[config.mk]
export PLATFORM = sky130hd
export DESIGN_NAME = wildcard_string_matcher
export DESIGN_NICKNAME = d
export VERILOG_FILES = /design/src/design/wsm_pkg.sv /design/src/design/wildcard_string_matcher.sv /design/src/design/wsm_cell.sv /design/src/design/wsm_result.sv
export SDC_FILE = /design/constraint.sdc
export NUM_CORES = 2
export LEC_CHECK = 0
export ABC_CLOCK_PERIOD_IN_PS = 7800
export BUFFER_PORTS_ARGS = -buffer_cell sky130_fd_sc_hd__buf_2
export CAP_MARGIN = 20
export CELL_PAD_IN_SITES_DETAIL_PLACEMENT = 1
export CELL_PAD_IN_SITES_GLOBAL_PLACEMENT = 1
export CORE_MARGIN = 2
export CORE_UTILIZATION = 40
export DETAILED_ROUTE_END_ITERATION = 7
export PLACE_DENSITY_LB_ADDON = 0.1
export SLEW_MARGIN = 25
export SYNTH_ARGS = -nofsm -noshare
export SYNTH_HDL_FRONTEND = slang
export SYNTH_SLANG_ARGS = --single-unit
[constraint.sdc]
create_clock -name clk_i -period 7.8 [get_ports clk_i]
set_clock_uncertainty 0.15 [all_clocks]
set_input_delay 1.56 -clock clk_i [delete_from_list [all_inputs] [get_ports clk_i]]
set_output_delay 1.56 -clock clk_i [all_outputs]
set_load 0.03 [all_outputs]
[src/design/wsm_pkg.sv]
`timescale 1ns / 1ps

package wsm_pkg;

  localparam int MAX_PATTERN = 64;
  localparam int COUNT_BITS  = 24;
  localparam int CHAR_W      = 8;
  localparam int ACT_W       = 2;
  localparam int PIDX_W      = 6;
  localparam int CFG_W       = 7;

  // Width of an effective length (1..MAX_PATTERN) and of a cell index.
  localparam int LEN_W = $clog2(MAX_PATTERN + 1);
  localparam int IDX_W = (MAX_PATTERN > 1) ? $clog2(MAX_PATTERN) : 1;
  // Common width for comparing the configured length against MAX_PATTERN.
  localparam int LCMP_W = (CFG_W > LEN_W) ? CFG_W + 1 : LEN_W + 1;
  // Signed working width for the ring slot of a pattern load.
  localparam int DIFF_W = (LEN_W > PIDX_W) ? LEN_W + 1 : PIDX_W + 1;

  localparam logic [CHAR_W-1:0]     WILDCARD  = CHAR_W'(42);
  localparam logic [COUNT_BITS-1:0] COUNT_TOP = {COUNT_BITS{1'b1}};

  localparam logic [ACT_W-1:0] ACT_LOAD    = ACT_W'(0);
  localparam logic [ACT_W-1:0] ACT_TEXT    = ACT_W'(1);
  localparam logic [ACT_W-1:0] ACT_RESTART = ACT_W'(2);

  // Broadcast control for the row of cells.
  typedef struct packed {
    logic              text_en;
    logic              load_en;
    logic              rot_up;
    logic              rot_dn;
    logic [CHAR_W-1:0] chr;
  } cell_ctl_t;

  // First pipeline stage of a text beat, consumed by the result stage.
  typedef struct packed {
    logic                  valid;
    logic                  ok;
    logic [COUNT_BITS-1:0] pos;
  } stage_t;

  function automatic logic chars_agree(input logic [CHAR_W-1:0] a,
                                       input logic [CHAR_W-1:0] b);
    chars_agree = (a == b) || (a == WILDCARD) || (b == WILDCARD);
  endfunction

endpackage

[src/design/wildcard_string_matcher.sv]
`timescale 1ns / 1ps
// A text beat is registered in the stage, then in the out_valid_o register.
// Throughput: one beat of any kind per cycle while the result side keeps up.
// A change of pattern length rotates the pattern ring through the cell chain,
// one cell per cycle, so input ready stays low until the rotation is done.
// Reset (rst_ni low, asynchronous) clears pattern, window and both counters,
// and sets the pattern length to one.

module wildcard_string_matcher (
  input  logic                           clk_i,
  input  logic                           rst_ni,
  input  logic                           cfg_we_i,
  input  logic [wsm_pkg::CFG_W-1:0]      cfg_wdata_i,
  input  logic                           in_valid_i,
  output logic                           in_ready_o,
  input  logic [wsm_pkg::ACT_W-1:0]      action_i,
  input  logic [wsm_pkg::CHAR_W-1:0]     char_byte_i,
  input  logic [wsm_pkg::PIDX_W-1:0]     pattern_index_i,
  output logic                           out_valid_o,
  input  logic                           out_ready_i,
  output logic [wsm_pkg::COUNT_BITS-1:0] match_position_o,
  output logic [wsm_pkg::COUNT_BITS-1:0] match_count_o
);
  import wsm_pkg::*;

  logic [CFG_W-1:0]      cfg_len_q;
  logic [LEN_W-1:0]      eff_len;
  logic [LEN_W-1:0]      cur_len_q;
  logic [COUNT_BITS-1:0] seen_q, seen_d;
  logic [COUNT_BITS-1:0] seen_inc;
  stage_t                stage_q, stage_d;
  cell_ctl_t             ctl;
  logic                  rotating;
  logic                  advance;
  logic                  in_acc;
  logic                  text_acc;
  logic                  restart_acc;
  logic                  load_acc;
  logic [DIFF_W-1:0]     slot_raw;
  logic [DIFF_W-1:0]     slot_wrap;
  logic [IDX_W-1:0]      slot;

  logic [MAX_PATTERN-1:0][CHAR_W-1:0] w_row;
  logic [MAX_PATTERN-1:0][CHAR_W-1:0] q_row;
  logic [MAX_PATTERN-1:0]             agree_row;
  logic [MAX_PATTERN-1:0]             load_sel;

  always_ff @(posedge clk_i or negedge rst_ni) begin
    if (!rst_ni) begin
      cfg_len_q <= CFG_W'(1);
    end else if (cfg_we_i) begin
      cfg_len_q <= cfg_wdata_i;
    end
  end

  always_comb begin
    if (cfg_len_q == '0) begin
      eff_len = LEN_W'(1);
    end else if (LCMP_W'(cfg_len_q) > LCMP_W'(MAX_PATTERN)) begin
      eff_len = LEN_W'(MAX_PATTERN);
    end else begin
      eff_len = LEN_W'(cfg_len_q);
    end
  end

  // The pattern ring holds pattern[cur_len-1-j] in cell j.
  assign rotating = (cur_len_q != eff_len);

  always_ff @(posedge clk_i or negedge rst_ni) begin
    if (!rst_ni) begin
      cur_len_q <= LEN_W'(1);
    end else if (cur_len_q < eff_len) begin
      cur_len_q <= cur_len_q + 1'b1;
    end else if (cur_len_q > eff_len) begin
      cur_len_q <= cur_len_q - 1'b1;
    end
  end

  assign in_ready_o  = !rotating && (!stage_q.valid || advance);
  assign in_acc      = in_valid_i && in_ready_o;
  assign text_acc    = in_acc && (action_i == ACT_TEXT);
  assign restart_acc = in_acc && (action_i == ACT_RESTART);
  assign load_acc    = in_acc && (action_i == ACT_LOAD) &&
                       (DIFF_W'(pattern_index_i) < DIFF_W'(MAX_PATTERN));

  // Ring slot of a pattern load, taken modulo the ring size.
  assign slot_raw  = DIFF_W'(cur_len_q) - DIFF_W'(1) - DIFF_W'(pattern_index_i);
  assign slot_wrap = slot_raw[DIFF_W-1] ? slot_raw + DIFF_W'(MAX_PATTERN) : slot_raw;
  assign slot      = slot_wrap[IDX_W-1:0];

  always_comb begin
    for (int j = 0; j < MAX_PATTERN; j++) begin
      load_sel[j] = (slot == IDX_W'(j));
    end
  end

  always_comb begin
    ctl         = '0;
    ctl.text_en = text_acc;
    ctl.load_en = load_acc;
    ctl.rot_up  = cur_len_q < eff_len;
    ctl.rot_dn  = cur_len_q > eff_len;
    ctl.chr     = char_byte_i;
  end

  for (genvar j = 0; j < MAX_PATTERN; j++) begin : g_cell
    localparam int PREV = (j == 0) ? MAX_PATTERN - 1 : j - 1;
    localparam int NEXT = (j == MAX_PATTERN - 1) ? 0 : j + 1;
    logic [CHAR_W-1:0] w_in;

    if (j == 0) begin : g_head
      assign w_in = char_byte_i;
    end else begin : g_body
      assign w_in = w_row[PREV];
    end

    wsm_cell u_cell (
      .clk_i      (clk_i),
      .rst_ni     (rst_ni),
      .ctl_i      (ctl),
      .load_sel_i (load_sel[j]),
      .w_prev_i   (w_in),
      .q_prev_i   (q_row[PREV]),
      .q_next_i   (q_row[NEXT]),
      .w_o        (w_row[j]),
      .q_o        (q_row[j]),
      .agree_o    (agree_row[j])
    );
  end

  // Window bytes left over from before a restart are never compared, since a
  // match needs at least a full pattern length of text since the restart.
  assign seen_inc = (seen_q == COUNT_TOP) ? COUNT_TOP : seen_q + 1'b1;

  always_comb begin
    seen_d = seen_q;
    if (restart_acc) begin
      seen_d = '0;
    end else if (text_acc) begin
      seen_d = seen_inc;
    end
  end

  always_comb begin
    stage_d = stage_q;
    if (text_acc) begin
      stage_d.valid = 1'b1;
      stage_d.ok    = seen_inc >= COUNT_BITS'(eff_len);
      stage_d.pos   = (seen_inc == COUNT_TOP) ? COUNT_TOP :
                      seen_inc - COUNT_BITS'(eff_len) + 1'b1;
    end else if (advance) begin
      stage_d.valid = 1'b0;
    end
  end

  always_ff @(posedge clk_i or negedge rst_ni) begin
    if (!rst_ni) begin
      seen_q  <= '0;
      stage_q <= '0;
    end else begin
      seen_q  <= seen_d;
      stage_q <= stage_d;
    end
  end

  wsm_result u_result (
    .clk_i            (clk_i),
    .rst_ni           (rst_ni),
    .stage_i          (stage_q),
    .agree_i          (agree_row),
    .eff_len_i        (eff_len),
    .restart_i        (restart_acc),
    .out_ready_i      (out_ready_i),
    .advance_o        (advance),
    .out_valid_o      (out_valid_o),
    .match_position_o (match_position_o),
    .match_count_o    (match_count_o)
  );

endmodule

[src/design/wsm_cell.sv]
`timescale 1ns / 1ps

module wsm_cell (
  input  logic                      clk_i,
  input  logic                      rst_ni,
  input  wsm_pkg::cell_ctl_t        ctl_i,
  input  logic                      load_sel_i,
  input  logic [wsm_pkg::CHAR_W-1:0] w_prev_i,
  input  logic [wsm_pkg::CHAR_W-1:0] q_prev_i,
  input  logic [wsm_pkg::CHAR_W-1:0] q_next_i,
  output logic [wsm_pkg::CHAR_W-1:0] w_o,
  output logic [wsm_pkg::CHAR_W-1:0] q_o,
  output logic                      agree_o
);
  import wsm_pkg::*;

  logic [CHAR_W-1:0] w_q;
  logic [CHAR_W-1:0] q_q;
  logic              agree_q;

  // w_q is this cell's text window byte, q_q the pattern byte aligned to it
  // for the current length. The pattern bytes form a ring that rotates by one
  // cell per cycle when the length changes.
  always_ff @(posedge clk_i or negedge rst_ni) begin
    if (!rst_ni) begin
      w_q <= '0;
      q_q <= '0;
    end else begin
      if (ctl_i.text_en) begin
        w_q <= w_prev_i;
      end
      if (ctl_i.load_en && load_sel_i) begin
        q_q <= ctl_i.chr;
      end else if (ctl_i.rot_up) begin
        q_q <= q_prev_i;
      end else if (ctl_i.rot_dn) begin
        q_q <= q_next_i;
      end
    end
  end

  always_ff @(posedge clk_i) begin
    if (ctl_i.text_en) begin
      agree_q <= chars_agree(w_prev_i, q_q);
    end
  end

  assign w_o     = w_q;
  assign q_o     = q_q;
  assign agree_o = agree_q;

endmodule

[src/design/wsm_result.sv]
`timescale 1ns / 1ps

module wsm_result (
  input  logic                           clk_i,
  input  logic                           rst_ni,
  input  wsm_pkg::stage_t                stage_i,
  input  logic [wsm_pkg::MAX_PATTERN-1:0] agree_i,
  input  logic [wsm_pkg::LEN_W-1:0]      eff_len_i,
  input  logic                           restart_i,
  input  logic                           out_ready_i,
  output logic                           advance_o,
  output logic                           out_valid_o,
  output logic [wsm_pkg::COUNT_BITS-1:0] match_position_o,
  output logic [wsm_pkg::COUNT_BITS-1:0] match_count_o
);
  import wsm_pkg::*;

  logic                  out_valid_q, out_valid_d;
  logic [COUNT_BITS-1:0] pos_q;
  logic [COUNT_BITS-1:0] cnt_q;
  logic [COUNT_BITS-1:0] matches_q, matches_d;
  logic [COUNT_BITS-1:0] matches_inc;
  logic [MAX_PATTERN-1:0] pass;
  logic                  hit;

  // Cells beyond the current length do not take part in the compare.
  always_comb begin
    for (int j = 0; j < MAX_PATTERN; j++) begin
      pass[j] = agree_i[j] || (LEN_W'(j) >= eff_len_i);
    end
  end

  assign advance_o   = !out_valid_q || out_ready_i;
  assign hit         = stage_i.valid && stage_i.ok && (&pass);
  assign matches_inc = (matches_q == COUNT_TOP) ? COUNT_TOP : matches_q + 1'b1;

  always_comb begin
    out_valid_d = out_valid_q;
    matches_d   = matches_q;
    if (advance_o) begin
      out_valid_d = hit;
      if (hit) begin
        matches_d = matches_inc;
      end
    end
    // A restart beat always follows the text beat in the stage, so the
    // count of that beat is reported before the clear takes effect.
    if (restart_i) begin
      matches_d = '0;
    end
  end

  always_ff @(posedge clk_i or negedge rst_ni) begin
    if (!rst_ni) begin
      out_valid_q <= 1'b0;
      matches_q   <= '0;
    end else begin
      out_valid_q <= out_valid_d;
      matches_q   <= matches_d;
    end
  end

  always_ff @(posedge clk_i) begin
    if (advance_o && hit) begin
      pos_q <= stage_i.pos;
      cnt_q <= matches_inc;
    end
  end

  assign out_valid_o      = out_valid_q;
  assign match_position_o = pos_q;
  assign match_count_o    = cnt_q;

endmodule

== Word-level counts from Yosys, hierarchy flattened ==
Index checks and enable logic that the tools add are counted.

* Register bits after elaboration: 1217
* Bits in latches: 0
* Bits in writable memories: 0
* ROM bits: 0
* Bits of input ports: 28
* Output and inout port bits: 50
* Logic and storage cells: 1089
* Memories: 0

* Add/subtract/negate cells: 9
* $mul: 0
* Div/mod/pow operators: 0
* $lt $le $gt $ge: 68
* Eq/ne operators: 261
* Shift operators: 0
* Muxes and demuxes: 207
* Bitwise gates (word level): 0
* Reduce and logical (&&, ||, !) cells: 343

{| class="wikitable"
|+ Operators by type and width
! kind !! number
|-
| two-way mux 8 bit || 192
|-
| == test 8 x 6 -> 1 bit (second input constant) || 128
|-
| == test 8 bit || 64
|-
| >= comparator 6 x 7 -> 1 bit (first input constant) || 32
|-
| logical OR 1 bit || 194
|-
| == test 6 bit (second input constant) || 32
|-
| two-way mux 24 bit || 8
|-
| nonzero test 3 bit || 64
|-
| >= comparator 5 x 7 -> 1 bit (first input constant) || 16
|-
| == test 6 x 5 -> 1 bit (second input constant) || 16
|-
| adder 24 x 1 -> 24 bit (second input constant) || 3
|-
| == test 24 bit (second input constant) || 3
|-
| logical AND 1 bit || 72
|-
| AND reduction 64 bit || 1
|-
| >= comparator 4 x 7 -> 1 bit (first input constant) || 8
|-
| == test 6 x 4 -> 1 bit (second input constant) || 8
|-
| >= comparator 3 x 7 -> 1 bit (first input constant) || 4
|-
| two-way mux 7 bit || 4
|-
| == test 6 x 3 -> 1 bit (second input constant) || 4
|-
| >= comparator 24 x 7 -> 1 bit || 1
|-
| subtractor 24 x 7 -> 24 bit || 1
|-
| >= comparator 1 x 7 -> 1 bit (first input constant) || 2
|-
| >= comparator 2 x 7 -> 1 bit (first input constant) || 2
|-
| == test 6 x 2 -> 1 bit (second input constant) || 2
|-
| 20 further kinds || 27
|}

== Longest topological paths before layout ==
* Depth after elaboration: 10
* Gate-level depth with buffers: 22
* Depth with buffers taken out: 18

== Modules after synthesis ==
A second synthesis with hierarchy kept.

* Cell total of the unflattened synthesis: 6291
* Area, all modules: 72057.9 um^2

{| class="wikitable"
|+ Modules (own cells, without submodules)
! module !! times used !! cells an instance !! area each (um^2) !! sequential area each (um^2)
|-
| wsm_cell || 64 || 80 || 965.9 || 430.4
|-
| wildcard_string_matcher || 1 || 729 || 5801.8 || 1604.0
|-
| wsm_result || 1 || 442 || 4436.8 || 2067.0
|}

== Worst setup path before layout ==
No wires, ideal clock.

* Kind: register to register
* Start point: register cfg_len_q[4]
* End point: register g_cell[0].u_cell.agree_q, enable pin
* Setup time: 453 ps
* Arrival time: 5071 ps
* Required time: 7197 ps
* Setup slack: 2126 ps
* Stages on the path, launching flop included: 17
* Buffers on the path: 7
* Period minus slack after synthesis: 5674 ps
* Path through: dfrtp_1 -> buf_4 -> buf_2 -> clkbuf_1 -> or2_2 -> nor2_1 -> a21oi_1 -> nor2_1 -> ha_1 -> nand3_1 -> or2_1 -> clkbuf_1 -> or4b_2 -> clkbuf_1 -> inv_2 -> clkbuf_1 -> clkbuf_1

* Longest elaborated chain between the ends: 8
* Elaborated cells between the ends (all ways): 9
* Those cells by class: order compare (1); eq/ne (1); mux (2); reduce/logical (5)

{| class="wikitable"
|+ Ends and longest elaborated chain
! element !! RTL line !! text
|-
| from (decl) || wildcard_string_matcher.sv:26 || <nowiki>logic [CFG_W-1:0] cfg_len_q;</nowiki>
|-
| from (signal assigned) || wildcard_string_matcher.sv:52 || <nowiki>cfg_len_q <= cfg_wdata_i;</nowiki>
|-
| greater-than comparator 7 bit || wildcard_string_matcher.sv:59 || <nowiki>end else if (LCMP_W'(cfg_len_q) > LCMP_W'(MAX_PATTERN)) begin</nowiki>
|-
| two-way mux 7 bit || wildcard_string_matcher.sv:59 ||
|-
| two-way mux 7 bit (*) || wildcard_string_matcher.sv:57 || <nowiki>if (cfg_len_q == '0) begin</nowiki>
|-
| inequality test 7 bit (*) || wildcard_string_matcher.sv:67 || <nowiki>assign rotating = (cur_len_q != eff_len);</nowiki>
|-
| logical NOT 1 bit (*) || wildcard_string_matcher.sv:79 || <nowiki>assign in_ready_o = !rotating && (!stage_q.valid || advance);</nowiki>
|-
| logical AND 1 bit (*) || wildcard_string_matcher.sv:79 ||
|-
| logical AND 1 bit (*) || wildcard_string_matcher.sv:80 || <nowiki>assign in_acc = in_valid_i && in_ready_o;</nowiki>
|-
| logical AND 1 bit (*) || wildcard_string_matcher.sv:81 || <nowiki>assign text_acc = in_acc && (action_i == ACT_TEXT);</nowiki>
|-
| via text_acc || wildcard_string_matcher.sv:36 || <nowiki>logic text_acc;</nowiki>
|-
| to (signal assigned) || wsm_cell.sv:44 || <nowiki>agree_q <= chars_agree(w_prev_i, q_q);</nowiki>
|-
| to (decl) || wsm_cell.sv:19 || <nowiki>logic agree_q;</nowiki>
|}

The timed path passes the listed nets; every way through them passes the cells marked *.
A chain may end at the register's enable or synchronous reset.

== Worst setup path in the final report ==
* Start point: register cfg_len_q[3]
* End point: output in_ready_o

* Longest elaborated chain between the ends: 6
* Elaborated cells between the ends (all ways): 7
* Those cells by class: order compare (1); eq/ne (1); mux (2); reduce/logical (3)

{| class="wikitable"
|+ Ends and longest elaborated chain
! element !! RTL line !! text
|-
| greater-than comparator 7 bit || wildcard_string_matcher.sv:59 ||
|-
| two-way mux 7 bit || wildcard_string_matcher.sv:59 ||
|-
| two-way mux 7 bit (*) || wildcard_string_matcher.sv:57 ||
|-
| inequality test 7 bit (*) || wildcard_string_matcher.sv:67 ||
|-
| logical NOT 1 bit (*) || wildcard_string_matcher.sv:79 ||
|-
| logical AND 1 bit (*) || wildcard_string_matcher.sv:79 ||
|-
| to (decl) || wildcard_string_matcher.sv:15 || <nowiki>output logic in_ready_o,</nowiki>
|}

Every way passes the cells marked *; elsewhere a longest branch is shown, timed or not.

==> out/qor.csv <==
metric;value;unit
rsz0062_at_grt;no;
critPathMaxFanout;73;
grt_max_degree;226;
postSynthAreaPerCell;8.32;µm²
netlist.area_leader.share;0.407;
die-height;416;µm
grt_pass1_wl;380000;µm
dr.first_iter.drc_count;4781;
crit_path_start_kind;flip-flop;
synth-edff-count;112;
synth_nets;8245;
yosysTopAreaCell;dfrtp_1;
peakVddDrop;0.443;mV
regArea;31000;µm²
clk_pin_slew;60;ps
area_growth;10.8;%
worstSkewPairLatency;810;ps
p_per_area;329;nW/µm²
finalMaxSlewViolations;0;
syn-instance-count;8143;
tightest_slew;1320;ps
die_x;416;µm
path_delay_family;simple AND/OR/NAND/NOR gates;
core_area;169000;µm²
htreeDepth;4;
cts.sinks;1217;
post_drt_wl_per_cell;23.4;µm
slew_headroom;0.122;
r2r_cells;10;
io_pins;78;
cap_violations;0;
preCtsSetupSlack;1950;ps
worstSetupPathType;reg2out;
min_to;u_result.match_position_o[0]$_DFFE_PP_;
drc;0;
path_cells;nor2b_1 -> inv_1 -> ha_1 -> nand4_1 -> or2_4 -> a21oi_1 -> buf_2;
cp-end-kind;primary output;
clockRootBuffer;clkbuf_16;
multiInputGateArea;34700;µm²
cts_resized;0;
cellLeakagePower;32.1;nW
ys_top_cells_by_area;dfrtp_1 41%, nand2_1 16%, xnor2_1 7.3%, edfxtp_1 5.0%, a21oi_1 4.8%;
dr_total_vias;59144;
holdPathStages;0;
postCtsHoldBufs;0;
drive_gt1_frac;0.0876;
ant_nets;0;
yosys_warnings;0;
cpMaxStageDelayCell;dfrtp_1;
worstHoldPathType;reg2reg;
final_common_cell;nand2_1;
cp.arrival;4320;ps
setup_viol;0;
clockBufferDepth;3;
final.fill_count;19811;
fin_crit_sh;0.772;
drtPass1Iterations;5;
ys_seq_elements;1217;
cp.required;6090;ps
mostFrequentLayoutCells;2946 x nand2_1, 1103 x dfrtp_1, 653 x a21oi_1, 566 x xnor2_1, 439 x nor2_1;
rows;151;
rrSetupSlack;1850;ps
numCtsBuffers;148;
synth_area;67800;µm²
die-area;173000;µm²
grt_usage;0.278;
run_status;complete, no violations;
max_freq;166;MHz
cts_setup_buffers;0;
hold_path.startpoint;stage_q[0]$_DFFE_PN0P_;
ys.flop_type;dfrtp_1;
gr-total-overflow;0;
cts_tree;done;
start_util;0.401;
finalWorstSetupSlack;1770;ps
tns;0;ps
seq_area_frac_synth;0.458;
post_drt_via_cell_ratio;5.74;
drt-total-wl;242000;µm
grt_pass1_vias;61385;
async_reset_ff_frac;0.908;
synth.distinct_cells;87;
io_buffers;77;
rr_startpoint;cfg_len_q[3]$_DFFE_PN0P_;
finalHoldViolations;0;
r2r_end;g_cell[7].u_cell.q_o[7]$_DFFE_PN0P_;
slowest_delay;880;ps
period_needed;6030;ps
hpwl;163000;µm
gp_congestion;0.893;
crit_buf_inv;2;
antenna_found_initial;6;
nets;8068;
==> routing by layer <==
layer / up-vias / track usage / wire length, µm
met2: 1221 / 0.455 / 115000
met4: 4 / 0.0831 / 7070
met3: 369 / 0.0321 / 9570
met1: 30337 / 0.386 / 110000
li1: 27213 / - / -
met5: - / 0 / 23
==> synthesized netlist by cell type (all sizes together), types with 5 or more instances <==
cell,instances
inv,79
nor4b,69
nor3,49
dfrtp,1103
or3,9
o211a,5
buf,45
a41o,9
o21bai,16
edfxtp,112
nand3,36
nor2,440
nand3b,6
and4b,65
a21o,12
a311oi,5
and3,19
nand4,154
nor2b,16
o21ai,396
nand2b,6
and2,11
o31ai,5
xnor2,568
and4,7
or4b,6
a31oi,267
a211oi,13
ha,70
xor2,10
clkbuf,443
mux2,260
o311a,6
a21oi,654
o211ai,5
nor4,22
nor4bb,125
nand2,2948
==> cell families after synthesis <==
| group | count (synthesis) | synth area share |
|---|---|---|
| AOI/OAI and AO/OA | 1437 | 0.118 |
| muxes | 263 | 0.0436 |
| and+or+nand+nor | 4005 | 0.259 |
| DFF | 1217 | 0.458 |
| adders and majority gates | 76 | 0.0144 |
| buffers and inverters | 567 | 0.0327 |
| xor gates and xnor gates | 578 | 0.0747 |
==> state kept, by name (all words and copies together), names as in the netlist <==
register / count
cfg_len_q: 7
cur_len_q: 7
g_cell.u_cell.agree_o: 64
g_cell.u_cell.q_o: 512
g_cell.u_cell.w_o: 504
seen_q: 24
stage_q: 26
u_result.match_count_o: 24
u_result.match_position_o: 24
u_result.matches_q: 24
u_result.out_valid_o: 1
==> worst max-delay path by stage <==
stage | start | end | slack (ps) | depth (start not counted)
6_report | cfg_len_q[3]$_DFFE_PN0P_ | in_ready_o | 1770 | 7
5_1_grt | seen_q[0]$_DFFE_PN0P_ | stage_q[23]$_DFFE_PN0P_ | 1600 | 18
4_1_cts | cfg_len_q[3]$_DFFE_PN0P_ | in_ready_o | 1810 | 7
3_5_place_dp | cfg_len_q[3]$_DFFE_PN0P_ | g_cell[39].u_cell.q_o[3]$_DFFE_PN0P_ | 1950 | 10
3_3_place_gp | seen_q[0]$_DFFE_PN0P_ | stage_q[21]$_DFFE_PN0P_ | 2180 | 18
2_1_floorplan | cfg_len_q[4]$_DFFE_PN0P_ | g_cell[0].u_cell.agree_o$_DFFE_PP_ | 2130 | 16
==> stage by stage <==
step / power, W / util / hold slack (ps) / instance area [µm²] / instances
6_report: 0.0247 / 0.444 / 295 / 75100 / 10301
5_1_grt: 0.0261 / 0.444 / 307 / 75100 / 10300
4_1_cts: 0.0248 / 0.444 / 296 / 75100 / 10300
3_5_place_dp: 0.0176 / 0.415 / 286 / 70100 / 10034
3_3_place_gp: 0.0172 / 0.415 / 283 / 70000 / 10033
2_1_floorplan: 0.0146 / - / 275 / 67800 / 8143
==> power by group <==
group          total [W]  switching, W  leakage (nW)  internal, W
combinational    0.00773       0.00459          14.4      0.00314
sequential       0.00981       0.00224          15.3      0.00758
clock            0.00716       0.00290          2.45      0.00426
total             0.0247       0.00973          32.1       0.0150
==> area by class of cell <==
class                           count  area share
Antenna cell                        1   0.0000333
Clock buffer                      211      0.0578
Clock inverter                     55     0.00858
Inverter                           79     0.00415
Multi-Input combinational cell   6359       0.462
Sequential cell                  1217       0.413
Tap cell                         2218      0.0370
Timing Repair Buffer              161      0.0171
Note: power is estimated with default switching activity, not from simulation.
